`config.mk`:
```
export PLATFORM = sky130hd
export DESIGN_NAME = srfr_cfg
export DESIGN_NICKNAME = d
export VERILOG_FILES = /design/src/srfr_pkg.sv /design/src/srfr_cfg.sv
export SDC_FILE = /design/constraint.sdc
export NUM_CORES = 1
export LEC_CHECK = 0
export ABC_AREA = 1
export BUFFER_PORTS_ARGS = -buffer_cell sky130_fd_sc_hd__buf_2
export CORE_MARGIN = 2
export CORE_UTILIZATION = 35
export CTS_BUF_LIST = sky130_fd_sc_hd__clkbuf_16
export DETAILED_ROUTE_END_ITERATION = 7
export PLACE_DENSITY = 0.77
export SKIP_LAST_GASP = 1
export SLEW_MARGIN = 10
export SYNTH_ARGS = -nofsm -noshare
export SYNTH_HDL_FRONTEND = slang
export SYNTH_SLANG_ARGS = --single-unit
```
`constraint.sdc`:
```
create_clock -name clk -period 0.8 [get_ports clk]
set_input_delay 0.04 -clock clk [delete_from_list [all_inputs] [get_ports clk]]
set_output_delay 0.04 -clock clk [all_outputs]
set_load 0.005 [all_outputs]
```
`src/srfr_pkg.sv`:
```
`timescale 1ns / 1ps
package srfr_pkg;

  // Packet slots per file and the widest ACK round.
  localparam int unsigned PacketsPerFile = 32;
  localparam int unsigned MaxWindow      = 16;

  // Configuration register indexes.
  localparam logic RegWindowSize = 1'b0;
  localparam logic RegFileCount  = 1'b1;

  localparam logic FuncPacket  = 1'b0;
  localparam logic FuncTimeout = 1'b1;

  typedef struct packed {
    logic       func;
    logic [9:0] file_index;
    logic [5:0] packet_index;
    logic [5:0] packet_total;
    logic       checksum_ok;
  } in_item_t;

  typedef struct packed {
    logic [9:0]  ack_file;
    logic        all_done;
    logic [31:0] received_map;
    logic        round_last;
  } out_item_t;

  // One file's table entry as held in memory.
  typedef struct packed {
    logic        done;
    logic        known;
    logic [5:0]  count;
    logic [31:0] bitmap;
  } entry_t;

  typedef struct packed {
    logic [4:0]  window_size;
    logic [10:0] file_count;
  } cfg_t;

  typedef enum logic [3:0] {
    S_CLEAR,
    S_IDLE,
    S_PKT,
    S_SCAN,
    S_SCAN_CHK,
    S_EMIT,
    S_EMIT_CHK,
    S_EMIT_PUT,
    S_FLUSH,
    S_FIN
  } state_t;

  // Mask with the low count bits set; count never exceeds PacketsPerFile.
  function automatic logic [31:0] full_mask(input logic [5:0] count);
    logic [32:0] m;
    m = (33'd1 << count) - 33'd1;
    return m[31:0];
  endfunction

endpackage

```
`src/srfr_cfg.sv`:
```
`timescale 1ns / 1ps
module srfr_cfg (
  input  logic           clk,
  input  logic           rst_n,
  input  logic           psel,
  input  logic           penable,
  input  logic           pwrite,
  input  logic [2:0]     paddr,
  input  logic [31:0]    pwdata,
  output logic [31:0]    prdata,
  output logic           pready,
  output srfr_pkg::cfg_t cfg
);

  srfr_pkg::cfg_t cfg_r, cfg_nxt;
  logic wr;

  assign pready = 1'b1;
  assign wr     = psel && penable && pwrite;
  assign cfg    = cfg_r;

  // Register write decode on the access phase.
  always_comb begin
    cfg_nxt = cfg_r;
    if (wr) begin
      case (paddr[2])
        srfr_pkg::RegWindowSize: cfg_nxt.window_size = pwdata[4:0];
        srfr_pkg::RegFileCount:  cfg_nxt.file_count  = pwdata[10:0];
        default: cfg_nxt = cfg_r;
      endcase
    end
  end

  always_ff @(posedge clk) begin
    if (!rst_n) begin
      cfg_r.window_size <= 5'd8;
      cfg_r.file_count  <= 11'd1000;
    end else begin
      cfg_r <= cfg_nxt;
    end
  end

  // Read back.
  always_comb begin
    case (paddr[2])
      srfr_pkg::RegWindowSize: prdata = {27'd0, cfg_r.window_size};
      srfr_pkg::RegFileCount:  prdata = {21'd0, cfg_r.file_count};
      default: prdata = 32'd0;
    endcase
  end

endmodule

```
==> run metrics <==
CP max stage delay 0.34 ns; Setup Skew 0 ns; placement row count 18; Mean Syn Cell Area approximately 6.5 um^2; number of flip-flops in the largest register 16; H-Tree Level Count 1; layout cells sized above 1 0.4043; Sw Share 0.2261; num ports 89; Pwr Total 2.099 mW; CTS clk-pin slew, worst paths about 0.050 ns; Die Height 55.54 um; Post-Route WL 1972 um; Routed WL per cell between 9 and 10 um; slack of the critical path -0.03271 ns; # port buffers 43; die area between 3000 and 4000 um^2; Yosys reg bits 16; worst hold path endpoint cfg[7]; top_reg_cell synth dfxtp_1; most used cell, CP nand2_1; Die Wd roughly 56 um; R2R cell count 2; Synth top area share 0.3445; Comb pwr share 0.145; crit path cell chain nand2_1 > nand2_1 > buf_2; critical path's top delay family flip-flops; Leak about 0.72 nW; slowest CP cell dfxtp_2; max_cap viols 0; worst hold stages 3; antenna-violating nets left 0; Core Area 2500 um^2; Worst Path Buf+Inv 1; dominant cells by area after synthesis dfxtp_1 34%, buf_4 19%, nand2_1 18%; WP data required around 0.76 ns; Critical Path Start Type register; Reg-to-Reg Start cfg[14]; Hold Buf Count CTS 0; Pins Over Slew Limit 0; pwr dens 1696 nW/um^2; post-layout minimum cycle time ~0.83 ns; CTS max path bufs 2; placed insts between 200 and 250; Hold Fails Final Rpt 0; Util after Layout 0.4950; TritonCTS clock tree built; Finished Layout Cells between 200 and 250; RSZ-0062 raised after global routing true; Synth warnings 0; antenna fix cells 0; Yosys top cell by area dfxtp_1; largest net degree at the start of global routing 17; clock root cell clkbuf_16; critical path arrival between 0.7 and 0.8 ns; # clock sinks 16; routed via count between 900 and 1000; worst-path maximum fanout 3; Starting Density 0.3719; reg2reg end cfg[14]; grt ovf 0; max frequency ~1200 MHz; failing checks negative setup slack; reg-to-reg setup timing slack between 0.2 and 0.25 ns; final hold slack about 0.0098 ns; count leader, synth nand2_1; Clk Latency, worst-skew pair approximately 0.24 ns; vias in the first global route 750; synthesized area 929.6 um^2; fin crit share 1.041; Synth top cells by count 44 x nand2_1, 24 x buf_4, 18 x nor2_1; outcome finished with violations; GR Util All Layers 0.1312; clock share of power 0.448; EDFF count, synth 0; sequential-to-total area share from yosys stat 0.3445; Pint 1.624 mW; Hold Crit Class primary input to register; NetSw 474.7 uW; setup_tns -0.1124 ns; nets 230; first-pass GRT wire length between 3000 and 4000 um; critical setup path kind register to primary output; Synth async-reset ratio 0; antenna violations before repair 0; # DRC 0; CP Capture Type primary output; area grow syn2layout 33.11%; Initial DRT Pass Iterations 4; Setup-failing EPs final 5; initial DRC count 26; hold path startpoint pwdata[7]; Flop pwr share 0.406; worst supply voltage drop on vdd 1.301 mV; post-DP HPWL 1594 um; RD Place Congestion 0.7433; Mapped Cells 142; vias per inst 4.197; TritonCTS buffer count 3; Distinct cells, synth 15
[worst min-delay path, delay by kind of cell]
family	cells	cell delay (ns)
buffers and inverters	1	0.08
and+or+nand+nor	2	0.10
[routing by layer]
| metal | track usage | routed length (um) | vias up | part of all wire |
|---|---|---|---|---|
| met3 | 0.05152 | 194 | 2 | 0.098 |
| met5 | 0 | 0 | - | 0 |
| met4 | 0.03136 | 12 | 0 | 0.0061 |
| met2 | 0.2296 | 979 | 44 | 0.50 |
| li1 | - | - | 473 | - |
| met1 | 0.1486 | 785 | 396 | 0.40 |
[layout make-up]
cell class | count | area, um^2
clock buffer | 3 | 75.07
fill | 268 | 1262
inverter | 13 | 48.80
multi-input combinational | 106 | 442.9
sequential | 16 | 340.3
tap | 30 | 37.54
timing repair buffer | 50 | 292.8
[worst max-delay path by stage]
stage,slack [ns],cells after the start,start,to
6_report,-0.03,3,cfg[4],prdata[4]
5_1_grt,-0.07,3,cfg[1],prdata[1]
4_1_cts,-0.03,3,cfg[15],prdata[4]
3_5_place_dp,0.03,6,psel,cfg[6]
3_3_place_gp,0.04,7,psel,cfg[15]
2_1_floorplan,0.18,5,psel,cfg[3]
[cells by family after synthesis]
group           share of synthesized area
compound gates                   0.005378
buf+inv                            0.2624
other cells                      0.008078
simple gates                       0.3795
flops                              0.3446
[metrics by stage]
step / worst slack (ns) / area (um^2)
after detailed placement: 0.03008 / 1140
final: -0.03271 / 1237
after floorplan: 0.1842 / 1005
after CTS: -0.02644 / 1237
after global placement: 0.04118 / 1140
after global routing: -0.07083 / 1237
[cell usage in the layout, fill, tap and decap left out, drive strengths merged]
master | Yosys | routed
nor2 | 21 | 21
nand3 | 17 | 17
buf | 26 | 50
o21ai | 1 | 1
dfxtp | 16 | 16
inv | 13 | 13
nand2 | 45 | 45
clkbuf | 1 | 3
conb | 2 | 22
[power by group through the flow]
stage                     logic (mW)  registers [mW]  clock network [mW]
after global routing           0.348           0.857                1.01
final                          0.305           0.853               0.941
after detailed placement       0.305           0.862                   0
after floorplan                0.235           0.864                   0
after CTS                      0.307           0.853               0.962
after global placement         0.301           0.861                   0
[repair_timing]
item                       4_1_cts  5_1_grt
setup endpoints to repair       11       11
pin swaps                        8        6
gates resized for setup         17        0
buffers inserted                 0        0
No activity file was read; power rests on OpenSTA's default activity.
